`src/sv/lbp_pkg.sv`:
```
// lbp_pkg: shared constants, types and helpers of the 3x3 lbp code stream
// no dependencies; compile first
`timescale 1ns / 1ps

package lbp_pkg;

    // fixed field widths
    localparam int PIX_W     = 8;
    localparam int POS_W     = 10;
    localparam int CFG_W     = 11;
    localparam int CFG_IDX_W = 1;

    // default frame limits and register reset values
    localparam int DEF_MAX_WIDTH  = 1024;
    localparam int DEF_MAX_HEIGHT = 1024;
    localparam int RESET_WIDTH    = 640;
    localparam int RESET_HEIGHT   = 480;

    // result queue depth, in records of up to two results
    localparam int QDEPTH  = 4;
    localparam int Q_IDX_W = 2;
    localparam int Q_CNT_W = 3;

    // configuration register indexes
    typedef enum logic [CFG_IDX_W-1:0] {
        CFG_IMAGE_WIDTH  = 1'b0,
        CFG_IMAGE_HEIGHT = 1'b1
    } cfg_reg_t;

    // what one pixel causes
    typedef struct packed {
        logic interior;   // code for the pixel up and to the left
        logic border;     // this pixel passes through
    } pos_flags_t;

    // last index of a dimension: zero acts as one, above the maximum acts as the maximum
    function automatic int unsigned clamp_last(logic [CFG_W-1:0] v, int unsigned maxv);
        int unsigned vi;
        vi = int'(v);
        if (vi == 0)
            return 0;
        else if (vi > maxv)
            return maxv - 1;
        else
            return vi - 1;
    endfunction

endpackage

```
`src/sv/lbp_window.sv`:
```
// lbp_window: 3x3 neighborhood registers and the eight-way compare
// depends on lbp_pkg
`timescale 1ns / 1ps

module lbp_window (
    input  logic                      clk,
    input  logic                      rst_n,
    input  logic                      shift,
    input  logic [lbp_pkg::PIX_W-1:0] up2,
    input  logic [lbp_pkg::PIX_W-1:0] up1,
    input  logic [lbp_pkg::PIX_W-1:0] px,
    output logic [lbp_pkg::PIX_W-1:0] code
);
    import lbp_pkg::*;

    // [row][0] left column, [row][1] middle column; the new right column comes in live
    logic [PIX_W-1:0] win_reg [3][2];
    logic [PIX_W-1:0] new_col [3];
    logic [PIX_W-1:0] ctr;

    assign new_col[0] = up2;
    assign new_col[1] = up1;
    assign new_col[2] = px;

    always_ff @(posedge clk or negedge rst_n)
    begin
        if (!rst_n)
        begin
            for (int i = 0; i < 3; i++)
            begin
                win_reg[i][0] <= '0;
                win_reg[i][1] <= '0;
            end
        end
        else if (shift)
        begin
            for (int i = 0; i < 3; i++)
            begin
                win_reg[i][0] <= win_reg[i][1];
                win_reg[i][1] <= new_col[i];
            end
        end
    end

    // bits clockwise from top-left at bit 7 to left at bit 0
    always_comb
    begin
        ctr     = win_reg[1][1];
        code[7] = win_reg[0][0] >= ctr;
        code[6] = win_reg[0][1] >= ctr;
        code[5] = up2           >= ctr;
        code[4] = up1           >= ctr;
        code[3] = px            >= ctr;
        code[2] = win_reg[2][1] >= ctr;
        code[1] = win_reg[2][0] >= ctr;
        code[0] = win_reg[1][0] >= ctr;
    end

endmodule

```
`config.mk`:
```
export PLATFORM = sky130hd
export DESIGN_NAME = lbp_window
export DESIGN_NICKNAME = d
export VERILOG_FILES = /design/src/sv/lbp_pkg.sv /design/src/sv/lbp_window.sv
export SDC_FILE = /design/constraint.sdc
export NUM_CORES = 1
export LEC_CHECK = 0
export ABC_AREA = 1
export BUFFER_PORTS_ARGS = -buffer_cell sky130_fd_sc_hd__buf_4
export CAP_MARGIN = 10
export CORE_MARGIN = 8
export CORE_UTILIZATION = 55
export CTS_BUF_LIST = sky130_fd_sc_hd__clkbuf_16
export DETAILED_ROUTE_END_ITERATION = 10
export PLACE_DENSITY = 0.81
export SLEW_MARGIN = 40
export SYNTH_ARGS = -nofsm -noshare
export SYNTH_HDL_FRONTEND = slang
export SYNTH_SLANG_ARGS = --single-unit
```
`constraint.sdc`:
```
create_clock -name clk -period 1.55 [get_ports clk]
set_input_delay 0.0775 -clock clk [delete_from_list [all_inputs] [get_ports clk]]
set_output_delay 0.0775 -clock clk [all_outputs]
set_load 0.05 [all_outputs]
```
=== Word-level counts from Yosys, hierarchy flattened ===
Cells that the tools add are included.

* Bits in registers: 48
* Bits of input ports: 27
* Output and inout bits: 8
* Logic and storage cells: 14

* $lt $le $gt $ge: 8

{| class="wikitable"
|+ Operator list
! kind !! count
|-
| $ge 8x8->1 || 8
|}

=== Logic depth before layout (Yosys ltp) ===
* Depth in word-level cells: 1
* Gate-level depth with buffers: 9
* Gate-level depth less buffers: 9

=== Worst setup path before layout ===
No wires, ideal clock.

* Path type: flip-flop to output port
* Start point: register win_reg, in the netlist ctr[5]
* End point: output port code[0] (netlist bit)
* Arrival: 1472 ps
* Required time: 1472 ps
* Path slack: 1 ps
* Stages on the path, launching flop included: 7
* Buffers on the path: 0
* Cells stage by stage: dfrtp_1 -> inv_1 -> ha_1 -> a21oi_1 -> nor2_1 -> nor2_1 -> nand3_1

* Longest elaborated chain between the ends: 1

{| class="wikitable"
|+ RTL lines
! item !! RTL line !! text
|-
| start, declared || lbp_window.sv:17 || <nowiki>logic [PIX_W-1:0] win_reg [3][2];</nowiki>
|-
| start signal, assigned by index || lbp_window.sv:39 || <nowiki>win_reg[i][0] <= win_reg[i][1];</nowiki>
|-
| start signal, assigned by index || lbp_window.sv:40 || <nowiki>win_reg[i][1] <= new_col[i];</nowiki>
|-
| $ge 8x8->1 || lbp_window.sv:56 || <nowiki>code[0] = win_reg[1][0] >= ctr;</nowiki>
|-
| end, declared || lbp_window.sv:12 || <nowiki>output logic [lbp_pkg::PIX_W-1:0] code</nowiki>
|}

No other way between the ends.

=== Worst setup path after layout ===
* Start point: register win_reg, in the netlist ctr[3]
* End point: output port code[4] (netlist bit)

* Longest elaborated chain between the ends: 1

{| class="wikitable"
|+ RTL lines
! item !! RTL line !! text
|-
| $ge 8x8->1 || lbp_window.sv:52 || <nowiki>code[4] = up1 >= ctr;</nowiki>
|}

No other way between the ends.

==> reports/results.txt <==
most instantiated library cell after synthesis -> sky130_fd_sc_hd__nand2_1
top post-synthesis cells by count -> sky130_fd_sc_hd__nand2_1, sky130_fd_sc_hd__ha_1, sky130_fd_sc_hd__inv_1, sky130_fd_sc_hd__dfrtp_1, sky130_fd_sc_hd__nor2_1
power density normalized to cell area -> 961 nW/um^2
Net Switching -> 1.48 mW
most frequently used flop master after synthesis -> sky130_fd_sc_hd__dfrtp_1
max-capacitance violation count -> 0
critical path peak fanout -> 5
final antenna-violating net count -> 0
portion of total power attributed to the clock network -> 0.255
post-layout net count -> 552
element type at the critical path start -> register
biggest area contributors in the synthesized netlist -> sky130_fd_sc_hd__dfrtp_1, sky130_fd_sc_hd__ha_1, sky130_fd_sc_hd__nand2_1
row cnt -> 28
highest achievable clock rate -> 518 MHz
Setup Skew -> 5.31 ps
Static Leakage -> 2.19 nW
outcome -> finished with violations
final setup violating endpoints -> 8
total DRC errors in the routed layout -> 0
detailed-route via count -> 2863
maximum vdd drop -> 0.000537 V
number of flops mapped to enable cells by yosys -> 0
count of non-filler cells in the finished layout -> 537
worst slew margin relative to its limit -> 0.571
final routed wirelength across all metal layers -> 8230 um
pre-CTS WS -> -76.3 ps
vertical die dimension -> 93.8 um
number of buffers and inverters on the critical path -> 5
Final Hold Fails -> 0
Final Max Tran Viols -> 0
cell repeated most along the worst path -> sky130_fd_sc_hd__nand2_2
total congestion overflow -> 0
crit share post-route -> 1.25
Worst path top cell family by delay -> buffers and inverters
HP Class -> in2reg
violations in the final reports -> setup timing
die area -> 8790 um^2
combined area of all synthesized cells -> 3330 um^2
worst-margin pin slew -> 643 ps
kind of critical path -> reg2out
area fraction of the dominant cell type after synthesis -> 0.361
library cell with the largest summed area after synthesis -> sky130_fd_sc_hd__dfrtp_1
worst-case register-to-register setup slack -> 420 ps
sequential cell area fraction in the yosys report -> 0.361
combinational share of power -> 0.389
Boundary Pins -> 35
number of diodes added for antenna fixing -> 0
fill count -> 419
fraction of layout instances using a drive strength above 1 -> 0.279
TritonRoute pass-1 iters -> 4
global-route wire length before repair -> 12400 um
overall global routing resource usage -> 0.175
average routed wire per standard cell -> 15.3 um
critical path depth in cells -> 11
#FFs+latches synth -> 48
Clk Tree Root Cell -> sky130_fd_sc_hd__clkbuf_16
vias in the first global route -> 2827
maximum clock path buffer count -> 2
number of antenna violations at the first check in global routing -> 0
cell depth of the worst flop-to-flop path -> 4
average instance area after synthesis -> 8.17 um^2
sw frac -> 0.357
flip-flop count of the largest register, all copies and words added -> 40
cell breakdown of the critical path -> buf_6, clkinvlp_4, buf_12, ha_4, nand2_2, inv_2, nand2_2, nand2_1, nand2_1, nand2_2, buf_8
unrepaired setup endpoints after global routing -> yes
fin worst setup slack -> -381 ps
Critical Path Slowest Stage Cell -> sky130_fd_sc_hd__dfrtp_1
category of the worst setup path capture point -> primary output
Internal Power -> 2.67 mW
number of buffers added on ports -> 34
Num CTS Buffers -> 5
fraction of registers with async set/reset -> 1.00
destination of the worst register-to-register timing path -> win_reg[25]$_DFFE_PN0P_
Sequential cell area -> 1200 um^2
DRC violation total after the first TritonRoute iteration -> 128
number of warnings printed during yosys synthesis -> 0
number of instances in the synthesized netlist -> 407
total area of multi-input combinational cells -> 2110 um^2
Core Region -> 5890 um^2
area growth from synthesis to final layout -> 29.8%
hold slack final -> 5.89 ps
overall die width -> 93.8 um
data required time of the worst path -> 1470 ps
sum of negative setup slack -> -2850 ps
crit path from -> ctr[3]$_DFFE_PN0P_
post-synth net total -> 498
CTS tree -> done
destination of the critical timing path -> code[4]
clock sink total -> 48
time the worst path needs with I/O delays and setup -> 1930 ps
initial core utilization -> 0.565
total instance count after detailed placement -> 517
via count normalized by instance count -> 5.33
CP Data Arrival Time -> 1850 ps
Largest stage delay, worst path -> 380 ps
post-DP HPWL -> 5180 um
startpoint of the lowest-slack register-to-register path -> ctr[1]$_DFFE_PN0P_
sequential power share -> 0.355
number of H-tree levels -> 2
later-pin clock latency in the skew report -> 290 ps
weighted congestion reported at the end of routability-driven placement -> 0.806
pin count of the biggest net entering global routing -> 49
clock slew seen by the registers of the worst setup and hold paths -> 70 ps
count of unique library cells instantiated by Yosys -> 15
worst reg2reg max path, cell delays in order, from the launching register on:
cell	delay, ps
sky130_fd_sc_hd__dfrtp_1	390
sky130_fd_sc_hd__buf_6	120
sky130_fd_sc_hd__clkinvlp_4	200
sky130_fd_sc_hd__buf_4	210
sky130_fd_sc_hd__a21oi_1	140
per-stage QoR:
| step | utilization | area [um^2] | power, mW |
|---|---|---|---|
| after CTS | 0.674 | 3970 | 3.88 |
| after floorplan | - | 3330 | 2.34 |
| after global routing | 0.734 | 4320 | 4.41 |
| final | 0.734 | 4320 | 4.15 |
| after detailed placement | 0.629 | 3700 | 2.74 |
| after global placement | 0.629 | 3700 | 2.67 |
power groups by stage:
stage	logic (mW)	registers, mW	clock network (mW)
final	1.61	1.47	1.06
after global routing	1.79	1.49	1.13
after CTS	1.34	1.46	1.07
after detailed placement	1.26	1.48	0
after global placement	1.20	1.47	0
after floorplan	0.883	1.46	0
cell type report:
class | instances | area share
timing repair buffer | 56 | 0.122
sequential | 48 | 0.278
tap | 75 | 0.0217
inverter | 60 | 0.0539
timing repair inverter | 2 | 0.00348
clock inverter | 3 | 0.00319
multi-input combinational | 288 | 0.488
clock buffer | 5 | 0.0290
cell families after synthesis:
group	count (synthesis)	synth area share
and+or+nand+nor	152	0.175
buffers and inverters	71	0.0948
DFF	48	0.361
adders and majority gates	64	0.241
AOI/OAI and AO/OA	72	0.128
placed cells by master, fill, tap and decap left out, types with 7 or more instances in the layout:
| master | count |
|---|---|
| sky130_fd_sc_hd__buf_6 | 10 |
| sky130_fd_sc_hd__inv_1 | 53 |
| sky130_fd_sc_hd__a21oi_1 | 25 |
| sky130_fd_sc_hd__dfrtp_1 | 48 |
| sky130_fd_sc_hd__nand2_1 | 82 |
| sky130_fd_sc_hd__ha_4 | 16 |
| sky130_fd_sc_hd__nor2_1 | 39 |
| sky130_fd_sc_hd__ha_1 | 48 |
| sky130_fd_sc_hd__a21oi_2 | 13 |
| sky130_fd_sc_hd__buf_4 | 38 |
| sky130_fd_sc_hd__o21ai_0 | 26 |
| sky130_fd_sc_hd__o21a_1 | 7 |
| sky130_fd_sc_hd__nand3_2 | 7 |
| sky130_fd_sc_hd__nand2_2 | 21 |
per-layer routing:
metal	routed length (um)	track usage
met2	4230	0.319
met1	3450	0.199
met5	0	0
met3	297	0.0368
met4	248	0.0555
worst min-delay path by stage:
stage                       from                      end  slack [ps]  depth (start not counted)
after floorplan            rst_n       ctr[0]$_DFFE_PN0P_        -220                          0
after global placement     rst_n  win_reg[40]$_DFFE_PN0P_         130                          1
after detailed placement   rst_n  win_reg[40]$_DFFE_PN0P_         140                          1
after CTS                 up2[0]  win_reg[32]$_DFFE_PN0P_           4                          3
after global routing      up2[0]  win_reg[32]$_DFFE_PN0P_          10                          3
final                     up2[0]  win_reg[32]$_DFFE_PN0P_           6                          3
repair_timing:
item	4_1_cts	5_1_grt
buffers inserted	2	7
cloned	2	0
hold buffers	1	0
endpoints found under the setup margin	8	8
resized for setup	17	57
hold endpoints to repair	48	0
pin swaps	8	38
Note: power is estimated with default switching activity, not from simulation.
