[src/sv/lbp_pkg.sv]
// lbp_pkg: shared constants, types and helpers of the 3x3 lbp code stream
// no dependencies; compile first
`timescale 1ns / 1ps

package lbp_pkg;

    // fixed field widths
    localparam int PIX_W     = 8;
    localparam int POS_W     = 10;
    localparam int CFG_W     = 11;
    localparam int CFG_IDX_W = 1;

    // default frame limits and register reset values
    localparam int DEF_MAX_WIDTH  = 1024;
    localparam int DEF_MAX_HEIGHT = 1024;
    localparam int RESET_WIDTH    = 640;
    localparam int RESET_HEIGHT   = 480;

    // result queue depth, in records of up to two results
    localparam int QDEPTH  = 4;
    localparam int Q_IDX_W = 2;
    localparam int Q_CNT_W = 3;

    // configuration register indexes
    typedef enum logic [CFG_IDX_W-1:0] {
        CFG_IMAGE_WIDTH  = 1'b0,
        CFG_IMAGE_HEIGHT = 1'b1
    } cfg_reg_t;

    // what one pixel causes
    typedef struct packed {
        logic interior;   // code for the pixel up and to the left
        logic border;     // this pixel passes through
    } pos_flags_t;

    // last index of a dimension: zero acts as one, above the maximum acts as the maximum
    function automatic int unsigned clamp_last(logic [CFG_W-1:0] v, int unsigned maxv);
        int unsigned vi;
        vi = int'(v);
        if (vi == 0)
            return 0;
        else if (vi > maxv)
            return maxv - 1;
        else
            return vi - 1;
    endfunction

endpackage

[src/sv/lbp_scan.sv]
// lbp_scan: frame size registers, raster counters and the memory-read stage
// depends on lbp_pkg
`timescale 1ns / 1ps

module lbp_scan #(
    parameter int MAX_WIDTH  = lbp_pkg::DEF_MAX_WIDTH,
    parameter int MAX_HEIGHT = lbp_pkg::DEF_MAX_HEIGHT,
    parameter int COL_W      = $clog2(MAX_WIDTH),
    parameter int ROW_W      = $clog2(MAX_HEIGHT)
) (
    input  logic                           clk,
    input  logic                           rst_n,
    // configuration writes
    input  logic                           wr_en,
    input  logic [lbp_pkg::CFG_IDX_W-1:0]  wr_index,
    input  logic [lbp_pkg::CFG_W-1:0]      wr_data,
    // accepted pixel
    input  logic                           accept,
    input  logic [lbp_pkg::PIX_W-1:0]      pixel,
    // line store request for this pixel
    output logic [COL_W-1:0]               mem_addr,
    output logic                           mem_bank,
    // stage after the memory read
    output logic                           s1_valid,
    output logic [ROW_W-1:0]               s1_row,
    output logic [COL_W-1:0]               s1_col,
    output logic [lbp_pkg::PIX_W-1:0]      s1_px,
    output lbp_pkg::pos_flags_t            s1_flags
);
    import lbp_pkg::*;

    localparam logic [COL_W-1:0] COL_LAST_RST =
        COL_W'(clamp_last(CFG_W'(RESET_WIDTH), MAX_WIDTH));
    localparam logic [ROW_W-1:0] ROW_LAST_RST =
        ROW_W'(clamp_last(CFG_W'(RESET_HEIGHT), MAX_HEIGHT));
    localparam logic [COL_W-1:0] COL_TWO = COL_W'(2);
    localparam logic [ROW_W-1:0] ROW_TWO = ROW_W'(2);

    logic [COL_W-1:0] col_last_reg, col_last_next;
    logic [ROW_W-1:0] row_last_reg, row_last_next;
    logic [COL_W-1:0] col_reg, col_next;
    logic [ROW_W-1:0] row_reg, row_next;

    logic             s1_valid_reg;
    logic [ROW_W-1:0] s1_row_reg;
    logic [COL_W-1:0] s1_col_reg;
    logic [PIX_W-1:0] s1_px_reg;
    pos_flags_t       s1_flags_reg;
    pos_flags_t       flags;

    // position class of the incoming pixel
    always_comb
    begin
        flags.interior = (row_reg >= ROW_TWO) && (col_reg >= COL_TWO);
        flags.border   = (row_reg == '0) || (col_reg == '0) ||
                         (row_reg == row_last_reg) || (col_reg == col_last_reg);
    end

    // size registers and raster counters; a size write restarts the frame
    always_comb
    begin
        col_last_next = col_last_reg;
        row_last_next = row_last_reg;
        col_next      = col_reg;
        row_next      = row_reg;
        if (wr_en)
        begin
            case (wr_index)
                CFG_IMAGE_WIDTH:
                begin
                    col_last_next = COL_W'(clamp_last(wr_data, MAX_WIDTH));
                    col_next      = '0;
                    row_next      = '0;
                end
                CFG_IMAGE_HEIGHT:
                begin
                    row_last_next = ROW_W'(clamp_last(wr_data, MAX_HEIGHT));
                    col_next      = '0;
                    row_next      = '0;
                end
                default:
                begin
                end
            endcase
        end
        else if (accept)
        begin
            if (col_reg == col_last_reg)
            begin
                col_next = '0;
                row_next = (row_reg == row_last_reg) ? '0 : row_reg + 1'b1;
            end
            else
            begin
                col_next = col_reg + 1'b1;
            end
        end
    end

    always_ff @(posedge clk or negedge rst_n)
    begin
        if (!rst_n)
        begin
            col_last_reg <= COL_LAST_RST;
            row_last_reg <= ROW_LAST_RST;
            col_reg      <= '0;
            row_reg      <= '0;
            s1_valid_reg <= 1'b0;
        end
        else
        begin
            col_last_reg <= col_last_next;
            row_last_reg <= row_last_next;
            col_reg      <= col_next;
            row_reg      <= row_next;
            s1_valid_reg <= accept;
        end
    end

    // payload of the stage that meets the memory read data
    always_ff @(posedge clk)
    begin
        if (accept)
        begin
            s1_row_reg   <= row_reg;
            s1_col_reg   <= col_reg;
            s1_px_reg    <= pixel;
            s1_flags_reg <= flags;
        end
    end

    assign mem_addr = col_reg;
    assign mem_bank = row_reg[0];
    assign s1_valid = s1_valid_reg;
    assign s1_row   = s1_row_reg;
    assign s1_col   = s1_col_reg;
    assign s1_px    = s1_px_reg;
    assign s1_flags = s1_flags_reg;

endmodule

[config.mk]
export PLATFORM = sky130hd
export DESIGN_NAME = lbp_scan
export DESIGN_NICKNAME = d
export VERILOG_FILES = /design/src/sv/lbp_pkg.sv /design/src/sv/lbp_scan.sv
export SDC_FILE = /design/constraint.sdc
export NUM_CORES = 1
export LEC_CHECK = 0
export CAP_MARGIN = 20
export CORE_MARGIN = 2
export CORE_UTILIZATION = 52
export DETAILED_ROUTE_END_ITERATION = 8
export DONT_BUFFER_PORTS = 1
export PLACE_DENSITY_LB_ADDON = 0.3
export REMOVE_ABC_BUFFERS = 1
export SETUP_SLACK_MARGIN = 0.02
export SLEW_MARGIN = 20
export SYNTH_ARGS = -nofsm -noshare
export SYNTH_HDL_FRONTEND = slang
export SYNTH_SLANG_ARGS = --single-unit
[constraint.sdc]
create_clock -name clk -period 2.8 [get_ports clk]
set_input_delay 0.14 -clock clk [delete_from_list [all_inputs] [get_ports clk]]
set_output_delay 0.14 -clock clk [all_outputs]
set_load 0.03 [all_outputs]
# Yosys cells after proc, flatten, opt, wreduce, memory -nomap -nowiden
# Index checks and enable logic that the tools add are counted.
# totals
elab_cells	40
latchBits	0
ramBits	0
inputBits	24
regBits	71
output_inout_bits	42
mem_bits_ro	0
mem_count	0
# classes
muxes	9
n_bitwise	1
shifts	0
n_div	0
n_reduce_logical	12
n_mul	0
add_sub_neg	3
eq_ne	2
n_lt_le_gt_ge	3
# ops
cell	count
10-bit two-way mux	9
10-bit by 1-bit adder with 10-bit output, second input constant	2
10-bit equality test	2
10-bit by 2-bit greater-or-equal comparator with 1-bit output, second input constant	2
10-bit zero test	2
11-bit > comparator, second input constant	1
11-bit zero test	1
10-bit by 1-bit subtractor with 10-bit output, second input constant	1
2-bit AND reduction	3
2-bit nonzero test	2
1-bit logical OR	3
1-bit logical AND	1
1-bit NOT	1

# Longest topological paths before layout
# depth
ltp_word	5
depth_mapped	7
depth_no_buf	7

# Worst setup path before layout
# Ideal clock, no wire load.
# synth_path
path_kind	register to register
startpoint	register col_reg[4], in the netlist mem_addr[4]
endpoint	register row_reg[8]
n_path_buf	2
path_stages_with_launch	8
arrival_time_ps	1856
required_ps	2679
setup_slack_ps	823
period_less_slack_ps	1977
setup_ps	121
cell_sequence	dfrtp_1 > buf_2 > xor2_1 > nor4_2 > a41o_2 > buf_6 > o21ai_1 > a22o_1
# synth_between
elab_chain_cells	3
# synth_lines
element	line	rtl
start, declared	lbp_scan.sv:41	logic [COL_W-1:0] col_reg, col_next;
start signal, assigned	lbp_scan.sv:114	col_reg <= col_next;
10-bit equality test	lbp_scan.sv:88	if (col_reg == col_last_reg)
2-bit nonzero test (no line)	--	
2-bit AND reduction (no line)	--	
end signal, assigned	lbp_scan.sv:115	row_reg <= row_next;
end, declared	lbp_scan.sv:42	logic [ROW_W-1:0] row_reg, row_next;
# Every way passes these cells.
# A chain may end at the register's enable or synchronous reset.

# Worst setup path in the final report
# layout_path
startpoint	register col_reg[4], in the netlist mem_addr[4]
endpoint	register row_reg[9]
# Same word-level chain as after synthesis.

==> flow_metrics.py <==
metrics = {
    "critical_path": {
        "endpoint_kind": "flop",
        "required_ns": 3.02,
        "startpoint": "mem_addr[4]",
        "cp.depth": 5,
        "cp.arrival_ns": 2.36,
        "path_cells": "xor2_1, nor4_2, a41o_2, o21ai_1, a22o_1",
        "crit_fanout": 16,
        "path_buf_inv": 0,
        "cpLargestDelayFamily": "compound AO/OA/AOI/OAI gates",
        "crit_path_end": "row_reg[9]",
        "slowest_delay_ns": 0.58,
        "r2r-start": "mem_addr[4]",
        "slowest_stage": "dfrtp_1",
        "ff2ff_setup_slack_ns": 0.66,
        "start_kind": "flop",
        "worstSetupPathType": "flop to flop",
        "reg2regPathDepth": 5,
        "rr_endpoint": "row_reg[9]",
    },
    "drt": {
        "wl_met2_mm": 2.84,
        "m1WireLength_mm": 3.01,
        "num_vias": 2298,
        "drc": 0,
        "viasPerCell": 5.80,
        "drtIter0Drc": 136,
        "routed.top_layer": "met4",
        "wl_met3_um": 361,
        "routed_wl_mm": 6.39,
        "drtPass1Iterations": 4,
        "ant_nets": 0,
        "routedWlPerCell_um": 16.1,
    },
    "timing": {
        "tns_ns": 0,
        "slew_violations": 0,
        "rsz0062_at_grt": "false",
        "tightest_slew_ns": 0.611,
        "setup_viol_count_final": 0,
        "slew_headroom": 0.592,
        "fmax_ghz": 0.467,
        "hold_violations": 0,
        "skew_ns": 0.0117,
        "period_needed_ns": 2.14,
        "period_share": 0.764,
    },
    "placement": {
        "place_inst": 367,
        "io_buffers": 0,
        "dp_hpwl_mm": 4.62,
        "place_congestion": 0.807,
    },
    "power": {
        "power.internal_mw": 1.67,
        "p_clk_frac": 0.345,
        "p_switching_mw": 0.543,
        "peakVddDrop_mv": 0.445,
        "swShare": 0.246,
        "leakage_nw": 1.58,
        "pwr-share-comb": 0.082,
        "cellPowerDensity_nw_per_um2": 581,
        "power_frac_seq": 0.573,
    },
    "cells_and_area": {
        "area_growth_pct": 11.1,
        "drive_gt1_frac": 0.141,
        "final_cell_mix": "nand2_1, edfxtp_1, dfrtp_1, nor2_1, o21ai_0",
        "multi_input_area_sq_um": 1360,
        "finalNonFillerCells": 396,
        "antennaDiodeCount": 0,
        "nets": 345,
        "final_common_cell": "nand2_1",
        "nFillCells": 508,
        "register_area_sq_um": 1950,
    },
    "synthesis": {
        "synth_cells": 300,
        "synth_area_per_cell_sq_um": 11.4,
        "seq_area_frac_synth": 0.569,
        "synth_warnings": 0,
        "synthArstFlopShare": 0.577,
        "synth.area.mux_share": 0.00293,
        "synth_xor_area_frac": 0.0764,
        "ys_types": 52,
        "synth_edf_count": 30,
        "synth_compound_area_frac": 0.132,
        "synthAdderAreaFrac": 0.0256,
        "synthFlopType": "edfxtp_1",
        "yosys.area_share.simple": 0.162,
        "synth_top_family_by_area": "simple AND/OR/NAND/NOR gates",
        "yosys_register_bits": 71,
        "syn_area_sq_um": 3420,
    },
    "floorplan": {
        "pin_count": 66,
        "row_count": 29,
        "die_w_um": 85.1,
        "start_util": 0.539,
        "design.core.area_sq_um": 6350,
        "die-area_sq_um": 7250,
        "die_y_um": 85.1,
    },
    "clock_tree": {
        "numCtsBuffers": 9,
        "htreeDepth": 3,
        "cts_root_buf": "clkbuf_8",
        "path_clk_slew_ns": 0.07,
        "clockBufferDepth": 2,
        "cts_tree": "done",
        "cts_sinks": 71,
        "clock_latency_ns": 0.34,
    },
    "global_routing": {
        "track_usage": 0.195,
        "grt_max_degree": 42,
        "grt_pass1_wl_mm": 11.1,
        "grt-ovfl-total": 0,
        "grt_pass1_vias": 2264,
        "grt_antenna_before_repair": 0,
    },
    "job": {
        "cap_viol_max_count": 0,
    },
    "hold_path": {
        "hold_class": "input pin to flop",
    },
    "run_status": {
        "status": "complete, no violations",
    },
}
-- worst min path at each step --
stage               startpoint              end  slack, ns  depth (start not counted)
floorplan                rst_n  col_last_reg[7]      -0.16                          0
CTS                     accept         s1_valid      0.005                          1
global route            accept         s1_valid      0.006                          1
detailed placement       rst_n      mem_addr[5]      -0.15                          0
finish                  accept         s1_valid       0.02                          1
global placement         rst_n      mem_addr[5]      -0.15                          0
-- Yosys cell counts, types with 2 or more instances --
| cell type | n | area share |
|---|---|---|
| nor4b_1 | 2 | 0.0051 |
| buf_6 | 3 | 0.0099 |
| nor4_2 | 2 | 0.0073 |
| a21o_1 | 3 | 0.0066 |
| o21ai_1 | 8 | 0.012 |
| a31oi_1 | 2 | 0.0037 |
| ha_1 | 7 | 0.026 |
| a22o_1 | 7 | 0.018 |
| nand2_1 | 36 | 0.039 |
| o21ai_0 | 18 | 0.026 |
| buf_2 | 2 | 0.0029 |
| nor4_1 | 7 | 0.013 |
| dfrtp_1 | 25 | 0.18 |
| inv_1 | 10 | 0.011 |
| dfstp_2 | 16 | 0.12 |
| o31ai_1 | 3 | 0.0066 |
| and3_1 | 5 | 0.0091 |
| a211oi_1 | 2 | 0.0044 |
| nor2b_1 | 5 | 0.0091 |
| clkbuf_1 | 7 | 0.0077 |
| or4_1 | 2 | 0.0044 |
| a21oi_1 | 7 | 0.010 |
| nand3_1 | 8 | 0.012 |
| nor3_1 | 5 | 0.0073 |
| xor2_1 | 15 | 0.038 |
| a211o_1 | 2 | 0.0051 |
| nand4_1 | 5 | 0.0091 |
| edfxtp_1 | 30 | 0.26 |
| nor2_1 | 21 | 0.023 |
| xnor2_1 | 13 | 0.033 |
-- layout make-up --
cell class,count,area share
sequential,71,0.512
multi-input combinational,206,0.358
timing repair buffer,16,0.0454
clock buffer,12,0.0355
tap,77,0.0253
clock inverter,4,0.0132
inverter,10,0.00987
-- power by group through the flow --
stage | Combinational [mW] | Sequential (mW) | Clock, mW
4_1_cts | 0.185 | 1.27 | 0.779
3_3_place_gp | 0.141 | 1.28 | 0
6_report | 0.182 | 1.26 | 0.762
2_1_floorplan | 0.121 | 1.27 | 0
5_1_grt | 0.209 | 1.27 | 0.829
3_5_place_dp | 0.145 | 1.29 | 0
-- through the flow --
stage	utilization	hold slack [ns]	power [mW]	instance area, sq um	worst slack [ns]
floorplan	-	-0.156	1.40	3350	0.915
global placement	0.546	-0.154	1.43	3470	0.761
detailed placement	0.546	-0.155	1.43	3470	0.678
CTS	0.599	0.00539	2.23	3800	0.657
global route	0.599	0.00631	2.31	3800	0.512
finish	0.599	0.0222	2.21	3800	0.660
-- layer usage --
layer / GRT usage / up-vias
li1: - / 1109
met1: 0.263 / 1105
met2: 0.290 / 70
met3: 0.0535 / 14
met4: 0.0996 / 0
met5: 0 / -
-- cell families (layout without fill, tap and decap cells) --
family | after synthesis | count (layout)
xor+xnor | 29 | 29
fa+ha+maj | 7 | 7
simple gates | 105 | 105
flops | 71 | 71
compound gates | 64 | 64
mux | 1 | 1
buf+inv | 23 | 42
-- timing repair --
| item | 4_1_cts | 5_1_grt |
|---|---|---|
| hold buffers | 13 | 0 |
| hold endpoints to repair | 85 | 0 |
| setup buffers | 0 | 0 |
| resized for setup | 0 | 0 |
(Power assumes the default switching activity.)
