**src/sv/lbp_pkg.sv**
```systemverilog
// lbp_pkg: shared constants, types and helpers of the 3x3 lbp code stream
// no dependencies; compile first
`timescale 1ns / 1ps

package lbp_pkg;

    // fixed field widths
    localparam int PIX_W     = 8;
    localparam int POS_W     = 10;
    localparam int CFG_W     = 11;
    localparam int CFG_IDX_W = 1;

    // default frame limits and register reset values
    localparam int DEF_MAX_WIDTH  = 1024;
    localparam int DEF_MAX_HEIGHT = 1024;
    localparam int RESET_WIDTH    = 640;
    localparam int RESET_HEIGHT   = 480;

    // result queue depth, in records of up to two results
    localparam int QDEPTH  = 4;
    localparam int Q_IDX_W = 2;
    localparam int Q_CNT_W = 3;

    // configuration register indexes
    typedef enum logic [CFG_IDX_W-1:0] {
        CFG_IMAGE_WIDTH  = 1'b0,
        CFG_IMAGE_HEIGHT = 1'b1
    } cfg_reg_t;

    // what one pixel causes
    typedef struct packed {
        logic interior;   // code for the pixel up and to the left
        logic border;     // this pixel passes through
    } pos_flags_t;

    // last index of a dimension: zero acts as one, above the maximum acts as the maximum
    function automatic int unsigned clamp_last(logic [CFG_W-1:0] v, int unsigned maxv);
        int unsigned vi;
        vi = int'(v);
        if (vi == 0)
            return 0;
        else if (vi > maxv)
            return maxv - 1;
        else
            return vi - 1;
    endfunction

endpackage

```
**src/sv/lbp_if.sv**
```systemverilog


interface lbp_result_if;
    import lbp_pkg::*;

    logic             valid;
    logic             ready;
    logic [POS_W-1:0] out_row;
    logic [POS_W-1:0] out_col;
    logic [PIX_W-1:0] code;
    logic             last_of_run;

    modport source (output valid, output out_row, output out_col, output code,
                    output last_of_run, input ready);
    modport sink   (input valid, input out_row, input out_col, input code,
                    input last_of_run, output ready);
endinterface

```
**src/sv/lbp_out_queue.sv**
```systemverilog
// lbp_out_queue: record queue that unpacks one or two results per pixel
// depends on lbp_pkg and lbp_if
`timescale 1ns / 1ps

module lbp_out_queue #(
    parameter int COL_W = 10,
    parameter int ROW_W = 10
) (
    input  logic                         clk,
    input  logic                         rst_n,
    input  logic                         push,
    input  logic [ROW_W-1:0]             push_row,
    input  logic [COL_W-1:0]             push_col,
    input  logic [lbp_pkg::PIX_W-1:0]    push_code,
    input  logic [lbp_pkg::PIX_W-1:0]    push_px,
    input  lbp_pkg::pos_flags_t          push_flags,
    output logic                         room,
    output logic [lbp_pkg::Q_CNT_W-1:0]  count,
    lbp_result_if.source                 res
);
    import lbp_pkg::*;

    logic [ROW_W-1:0] row_mem   [QDEPTH];
    logic [COL_W-1:0] col_mem   [QDEPTH];
    logic [PIX_W-1:0] code_mem  [QDEPTH];
    logic [PIX_W-1:0] px_mem    [QDEPTH];
    pos_flags_t       flags_mem [QDEPTH];

    logic [Q_IDX_W-1:0] head_reg, head_next;
    logic [Q_IDX_W-1:0] tail_reg, tail_next;
    logic [Q_CNT_W-1:0] count_reg, count_next;
    logic               phase_reg, phase_next;

    pos_flags_t         head_flags;
    logic               emit_int;
    logic               xfer;
    logic               pop;

    // record storage
    always_ff @(posedge clk)
    begin
        if (push)
        begin
            row_mem[tail_reg]   <= push_row;
            col_mem[tail_reg]   <= push_col;
            code_mem[tail_reg]  <= push_code;
            px_mem[tail_reg]    <= push_px;
            flags_mem[tail_reg] <= push_flags;
        end
    end

    // interior result first, then border result of the same pixel
    always_comb
    begin
        head_flags      = flags_mem[head_reg];
        emit_int        = head_flags.interior && !phase_reg;
        res.valid       = count_reg != '0;
        if (emit_int)
        begin
            res.out_row     = POS_W'(ROW_W'(row_mem[head_reg] - 1'b1));
            res.out_col     = POS_W'(COL_W'(col_mem[head_reg] - 1'b1));
            res.code        = code_mem[head_reg];
            res.last_of_run = !head_flags.border;
        end
        else
        begin
            res.out_row     = POS_W'(row_mem[head_reg]);
            res.out_col     = POS_W'(col_mem[head_reg]);
            res.code        = px_mem[head_reg];
            res.last_of_run = 1'b1;
        end
    end

    // queue pointers and sub-result phase
    always_comb
    begin
        xfer       = res.valid && res.ready;
        pop        = xfer && !(emit_int && head_flags.border);
        phase_next = phase_reg;
        if (xfer)
            phase_next = !pop;
        head_next  = pop  ? head_reg + 1'b1 : head_reg;
        tail_next  = push ? tail_reg + 1'b1 : tail_reg;
        count_next = count_reg + Q_CNT_W'(push) - Q_CNT_W'(pop);
    end

    always_ff @(posedge clk or negedge rst_n)
    begin
        if (!rst_n)
        begin
            head_reg  <= '0;
            tail_reg  <= '0;
            count_reg <= '0;
            phase_reg <= 1'b0;
        end
        else
        begin
            head_reg  <= head_next;
            tail_reg  <= tail_next;
            count_reg <= count_next;
            phase_reg <= phase_next;
        end
    end

    // space for the record in flight plus one more
    assign room  = count_reg <= Q_CNT_W'(QDEPTH - 2);
    assign count = count_reg;

endmodule

```
**src/flat_wrapper.sv**
```systemverilog
// flat-port wrapper written by rule: the top's interface ports become plain ports
module lbp_out_queue_flat import lbp_pkg::*;
#(
    parameter int COL_W = 10,
    parameter int ROW_W = 10
)
  (clk, rst_n, push, push_row, push_col, push_code, push_px, push_flags, room, count, res_valid, res_out_row, res_out_col, res_code, res_last_of_run, res_ready);
  lbp_result_if res_i ();
  input  logic clk;
  input  logic rst_n;
  input  logic push;
  input  logic [ROW_W-1:0] push_row;
  input  logic [COL_W-1:0] push_col;
  input  logic [lbp_pkg::PIX_W-1:0] push_code;
  input  logic [lbp_pkg::PIX_W-1:0] push_px;
  input  lbp_pkg::pos_flags_t push_flags;
  output logic room;
  output logic [lbp_pkg::Q_CNT_W-1:0] count;
  output wire logic [$bits(res_i.valid)-1:0] res_valid;
  output wire logic [$bits(res_i.out_row)-1:0] res_out_row;
  output wire logic [$bits(res_i.out_col)-1:0] res_out_col;
  output wire logic [$bits(res_i.code)-1:0] res_code;
  output wire logic [$bits(res_i.last_of_run)-1:0] res_last_of_run;
  input wire logic [$bits(res_i.ready)-1:0] res_ready;
  assign res_valid = res_i.valid;
  assign res_out_row = res_i.out_row;
  assign res_out_col = res_i.out_col;
  assign res_code = res_i.code;
  assign res_last_of_run = res_i.last_of_run;
  assign res_i.ready = res_ready;
  lbp_out_queue #(.COL_W(COL_W), .ROW_W(ROW_W)) u_core (.clk(clk), .rst_n(rst_n), .push(push), .push_row(push_row), .push_col(push_col), .push_code(push_code), .push_px(push_px), .push_flags(push_flags), .room(room), .count(count), .res(res_i));
endmodule
```
**config.mk**
```make
export PLATFORM = sky130hd
export DESIGN_NAME = lbp_out_queue_flat
export DESIGN_NICKNAME = d
export VERILOG_FILES = /design/src/sv/lbp_pkg.sv /design/src/sv/lbp_if.sv /design/src/sv/lbp_out_queue.sv /design/src/flat_wrapper.sv
export SDC_FILE = /design/constraint.sdc
export NUM_CORES = 1
export LEC_CHECK = 0
export ABC_AREA = 1
export BUFFER_PORTS_ARGS = -buffer_cell sky130_fd_sc_hd__buf_4
export CORE_AREA = 2 2 144 146
export CTS_BUF_LIST = sky130_fd_sc_hd__clkbuf_8
export CTS_CLUSTER_SIZE = 20
export DETAILED_ROUTE_END_ITERATION = 16
export DIE_AREA = 0 0 146 148
export PLACE_DENSITY = 0.5
export SYNTH_ARGS = -nofsm -noshare
export SYNTH_HDL_FRONTEND = slang
export SYNTH_SLANG_ARGS = --single-unit
```
**constraint.sdc**
```tcl
create_clock -name clk -period 2.97 [get_ports clk]
set_input_delay 0.4455 -clock clk [delete_from_list [all_inputs] [get_ports clk]]
set_output_delay 0.4455 -clock clk [all_outputs]
set_load 0.02 [all_outputs]
```
; ---- Word-level counts from Yosys, hierarchy flattened
; Memory sizes are Yosys's and may differ from the RTL's.
; Cells that the tools add are included.
[op_classes]
n_addsub = 6
mul = 0
n_div = 0
order_cmp = 1
n_eq_ne = 0
shifts = 0
n_mux = 6
n_bitwise = 0
reduce_logical = 9
[op_table]
columns = op, n
row1 = two-way mux 10 bit, 2
row2 = subtractor 10 x 1 -> 10 bit (second input constant), 2
row3 = two-way mux 8 bit, 1
row4 = adder 2 x 1 -> 2 bit (second input constant), 2
row5 = logical AND 1 bit, 4
row6 = logical NOT 1 bit, 4
row7 = adder 3 x 1 -> 3 bit, 1
row8 = less-or-equal comparator 3 x 2 -> 1 bit (second input constant), 1
row9 = two-way mux 1 bit, 3
row10 = nonzero test 3 bit, 1
row11 = subtractor 3 x 1 -> 3 bit, 1
[word_totals]
ff_bits = 8
latch_bits = 0
ramBits = 152
romBits = 0
input_bits = 42
out_inout_bits = 34
word_cells = 31
n_memories = 5
[mem_list]
columns = memory, words, word_bits, rd, rd_clocked_by_memory_dff, wr, line
row1 = u_core.col_mem, 4, 10, 1, 0, 1, lbp_out_queue.sv:24  ; logic [COL_W-1:0] col_mem [QDEPTH];
row2 = u_core.row_mem, 4, 10, 1, 0, 1, lbp_out_queue.sv:23  ; logic [ROW_W-1:0] row_mem [QDEPTH];
row3 = u_core.code_mem, 4, 8, 1, 0, 1, lbp_out_queue.sv:25  ; logic [PIX_W-1:0] code_mem [QDEPTH];
row4 = u_core.px_mem, 4, 8, 1, 0, 1, lbp_out_queue.sv:26  ; logic [PIX_W-1:0] px_mem [QDEPTH];
row5 = u_core.flags_mem, 4, 2, 1, 0, 1, lbp_out_queue.sv:27  ; pos_flags_t flags_mem [QDEPTH];

; ---- Longest topological paths before layout
[depth]
depth_word = 6
ltp_mapped = 14
mapped_depth_nobuf = 13

; ---- Worst setup path after synthesis
; Ideal clock, no wire load.
[synth_path]
path_kind = reg2reg
from = register u_core.head_reg[0]
to = register u_core.count_reg[2] (netlist: u_core.count[2])
setup_time_ps = 123
arrival_time_ps = 2029
t_required_ps = 2847
setup_slack_ps = 818
path_stages_with_launch = 13
n_path_buf = 3
period_less_slack_ps = 2152
path_cell_list = dfrtp_1 > buf_6 > buf_6 > buf_6 > o21ai_0 > o22ai_2 > nand2_2 > nand2_2 > nand2_1 > nand2_1 > ha_1 > fa_1 > xnor2_1
[synth_between]
elab_chain_len = 6
[synth_lines]
columns = element, line
row1 = from (decl), lbp_out_queue.sv:29  ; logic [Q_IDX_W-1:0] head_reg, head_next;
row2 = from (signal assigned), lbp_out_queue.sv:98  ; head_reg <= head_next;
row3 = memory read (4 x 2 bit) *, n/a
row4 = logical AND 1 bit, lbp_out_queue.sv:56  ; emit_int = head_flags.interior && !phase_reg;
row5 = logical AND 1 bit *, lbp_out_queue.sv:78  ; pop = xfer && !(emit_int && head_flags.border);
row6 = logical NOT 1 bit *, lbp_out_queue.sv:78
row7 = logical AND 1 bit *, lbp_out_queue.sv:78
row8 = subtractor 3 x 1 -> 3 bit *, lbp_out_queue.sv:84  ; count_next = count_reg + Q_CNT_W'(push) - Q_CNT_W'(pop);
row9 = via u_core.count_next[2], lbp_out_queue.sv:31  ; logic [Q_CNT_W-1:0] count_reg, count_next;
row10 = to (signal assigned), lbp_out_queue.sv:100  ; count_reg <= count_next;
row11 = to (decl), lbp_out_queue.sv:31
; The timed path passes the listed nets; every way through them passes the cells marked *.
; A chain may end at the register's enable or synchronous reset.

; ---- Worst setup path after layout
[layout_path]
from = register u_core.head_reg[0]
to = output port res_out_row[6]
[layout_between]
elab_chain_len = 3
elab_cells_between_ends = 5
cone_classes = add/sub: 1 / mux: 1 / reduce/logical: 1 / memory: 2
[layout_lines]
columns = element, line
row1 = memory read (4 x 10 bit) or memory read (4 x 2 bit) (tied branches), n/a
row2 = subtractor 10 x 1 -> 10 bit or logical AND 1 bit (tied branches), "lbp_out_queue.sv:60, lbp_out_queue.sv:56"
row3 = two-way mux 10 bit *, lbp_out_queue.sv:58  ; if (emit_int)
row4 = to (decl), flat_wrapper.sv:20  ; output wire logic [$bits(res_i.out_row)-1:0] res_out_row;
; Every way passes the cells marked *; elsewhere a longest branch is shown, timed or not.

==> impl_metrics.json <==
{
  "clk-insertion-delay-late_ns": 0.45,
  "cp.required_ns": 2.52,
  "intPower_mw": 5.26,
  "vias_per_cell": 4.72,
  "synth.top_cells.by_count": "nand2_1, edfxtp_1, nand3_1",
  "num_rows": 52,
  "gp_congestion": 0.765,
  "whs_ns": 0.185,
  "place_hpwl_mm": 9.13,
  "postSynthAreaPerCell_sq_um": 11.7,
  "cp-startpoint": "u_core.head_reg[0]",
  "track_usage_pct": 14.5,
  "regToRegEndpoint": "u_core.count[2]",
  "root_buffer": "clkbuf_8",
  "fillers": 1929,
  "ys_seq_area_share_pct": 69.1,
  "overflow": 0,
  "max_freq_ghz": 0.357,
  "clock_power_share_pct": 18.7,
  "io_pins": 76,
  "grt_pass1_wl_mm": 24.2,
  "synth.net_count": 642,
  "tightest_slew_ns": 0.636,
  "netSwitchingPower_mw": 3.71,
  "multiInputGateArea_sq_mm": 0.00179,
  "grt_max_degree": 79,
  "outcome": "completed",
  "drive_gt1_share_pct": 21.0,
  "synth_top_family_by_area": "simple AND/OR/NAND/NOR gates",
  "slew_viol_final": 0,
  "muxShareOfSynthArea_pct": 0,
  "cts_tree": "done",
  "synth-xor-area-share_pct": 1.40,
  "die_y_um": 148,
  "largest_registers": "u_core.col_mem (40), u_core.row_mem (40)",
  "synth.cell_area_sq_mm": 0.00689,
  "period_needed_ns": 2.80,
  "worst_r2r_startpoint": "u_core.head_reg[0]",
  "hp-class": "input pin to flip-flop",
  "clockBufferDepth": 2,
  "synth_compound_area_share_pct": 4.77,
  "power_frac_comb_pct": 46.7,
  "first_pass_iters": 4,
  "num_vias": 4493,
  "yosys.area_share.simple_pct": 18.1,
  "die_area_sq_mm": 0.0216,
  "endpoint": "res_out_row[6]",
  "antenna_cells": 0,
  "post-cts-setup-buffers": 0,
  "synth_ff_type": "edfxtp_1",
  "port_buffers": 75,
  "max_slew_margin_pct": 57.6,
  "yosys-top-cells-area": "edfxtp_1, nand2_1, nand3_1",
  "place_ws_ns": 0.498,
  "die_w_um": 146,
  "synth_top_area_share_pct": 66.2,
  "critPathLaunchType": "flip-flop",
  "clk_pin_slew_ns": 0.10,
  "setup_viol": 0,
  "synth_edf_count": 152,
  "ys_ff_latch": 160,
  "yosys_warnings": 0,
  "routedWlPerCell_um": 15.9,
  "leakage_nw": 3.19,
  "totalWireLength_mm": 15.1,
  "rr_worst_depth": 12,
  "async_flop_share_pct": 5.00,
  "regArea_sq_mm": 0.00477,
  "drtIter0Drc": 260,
  "power_density_mw_per_mm2": 1100,
  "clock_skew_ns": 0.0146,
  "htree_levels": 4,
  "numCtsBuffers": 17,
  "post-route-util_pct": 40.7,
  "rsz0062_at_grt": "true",
  "vdd.ir_drop.worst_mv": 0.990,
  "finalHoldViolCount": 0,
  "layout_setup_ws_ns": 0.166,
  "r2r_slack_ns": 0.60,
  "switching_share_pct": 41.4,
  "cap_violations": 0,
  "antenna_found_initial": 0,
  "power_frac_seq_pct": 34.6,
  "syn_inst": 591,
  "synth_top_cell_by_area": "edfxtp_1",
  "initial_core_util_pct": 34.4,
  "critPathKind": "flip-flop to output port",
  "final_antenna_net_count": 0,
  "yosysMostFrequentCell": "nand2_1",
  "ys_types": 28,
  "cp_max_fo": 37,
  "drc": 0,
  "cp.arrival_ns": 2.36,
  "numClockSinks": 160,
  "cp-end-kind": "output port",
  "nets": 719,
  "grt_pass1_vias": 4652,
  "synthAdderAreaFrac_pct": 1.74,
  "placeableCoreArea_sq_mm": 0.0200,
  "fin_crit_sh_pct": 94.4,
  "syn_to_final_growth_pct": 18.3,
  "total_power_mw": 8.97
}
-- power groups by stage --
stage               Sequential [mW]  Clock [mW]  Combinational (mW)
global route                   3.14        1.80                4.66
floorplan                      3.14           0                2.83
CTS                            3.10        1.71                4.19
finish                         3.11        1.67                4.19
detailed placement             3.14           0                4.18
global placement               3.14           0                4.13
-- cells in the final DEF, fill, tap and decap left out, types with 2 or more instances in the layout --
cell type and count:
nand2_1 171, edfxtp_1 152, buf_4 82, nand3_1 57, o21ai_0 37, nor2_1 35, inv_1 32, clkbuf_8 19
o22ai_1 16, nand2_2 9, xor2_1 9, ha_1 8, dfrtp_1 7, nor2_2 6, nand4_1 6, inv_6 4
nor2_4 4, inv_2 3, o21ai_1 3, bufinv_16 3, xnor2_1 2, clkinv_4 2, buf_6 2
-- worst max-delay path: stages (launching register included) --
cell	delay (ns)
dfrtp_2	0.50
inv_6	0.25
nand2_1	0.08
nand3_1	0.08
nand2_1	0.10
nand2_4	0.07
buf_4	0.29
nor2_2	0.10
nand2_1	0.09
xor2_1	0.16
buf_4	0.16
-- per-stage QoR --
| stage | std cells | area [sq um] | TNS, ns |
|---|---|---|---|
| after CTS | 950 | 8110 | 0 |
| after floorplan | 591 | 6890 | 0 |
| after global placement | 917 | 7680 | 0 |
| after detailed placement | 917 | 7680 | 0 |
| after global routing | 951 | 8160 | -0.0477 |
| final | 951 | 8160 | 0 |
-- metal layers --
layer	part of all wire, %	wire (um)	global-route usage (%)	up-vias
li1	-	-	-	2187
met1	45	6870	18.3	2185
met2	48	7320	25.1	111
met3	5.6	854	4.23	10
met4	0.68	103	2.77	0
met5	0	0	0	-
-- final cells by class --
| class | instances | share of cell area, % |
|---|---|---|
| sequential | 160 | 58.4 |
| multi-input combinational | 368 | 22.0 |
| timing repair buffer | 87 | 8.59 |
| tap | 270 | 4.14 |
| clock buffer | 19 | 3.21 |
| clock inverter | 13 | 2.01 |
| inverter | 34 | 1.64 |
-- cell families (layout without fill, tap and decap cells) --
kind of cell,after synthesis,after routing
xor+xnor,11,11
buf+inv,63,153
simple gates,289,289
flops,160,160
compound gates,59,59
fa+ha+maj,9,9
-- how the worst min path moves through the flow --
stage | from | cells past startpoint | slack (ns) | to
final | push_px[4] | 1 | 0.18 | u_core.px_mem[0][4]
after global routing | push_px[1] | 1 | 0.16 | u_core.px_mem[0][1]
after CTS | push_px[4] | 1 | 0.16 | u_core.px_mem[2][4]
after detailed placement | rst_n | 1 | 0.27 | u_core.tail_reg[0]
after global placement | rst_n | 1 | 0.27 | u_core.tail_reg[0]
after floorplan | rst_n | 0 | 0.15 | u_core.count[0]
-- timing repair --
action	in CTS	in global routing
hold buffers	1	0
gates resized for setup	0	5
setup endpoints to repair	0	10
hold endpoints to repair	8	0
Note: power is estimated with default switching activity, not from simulation.
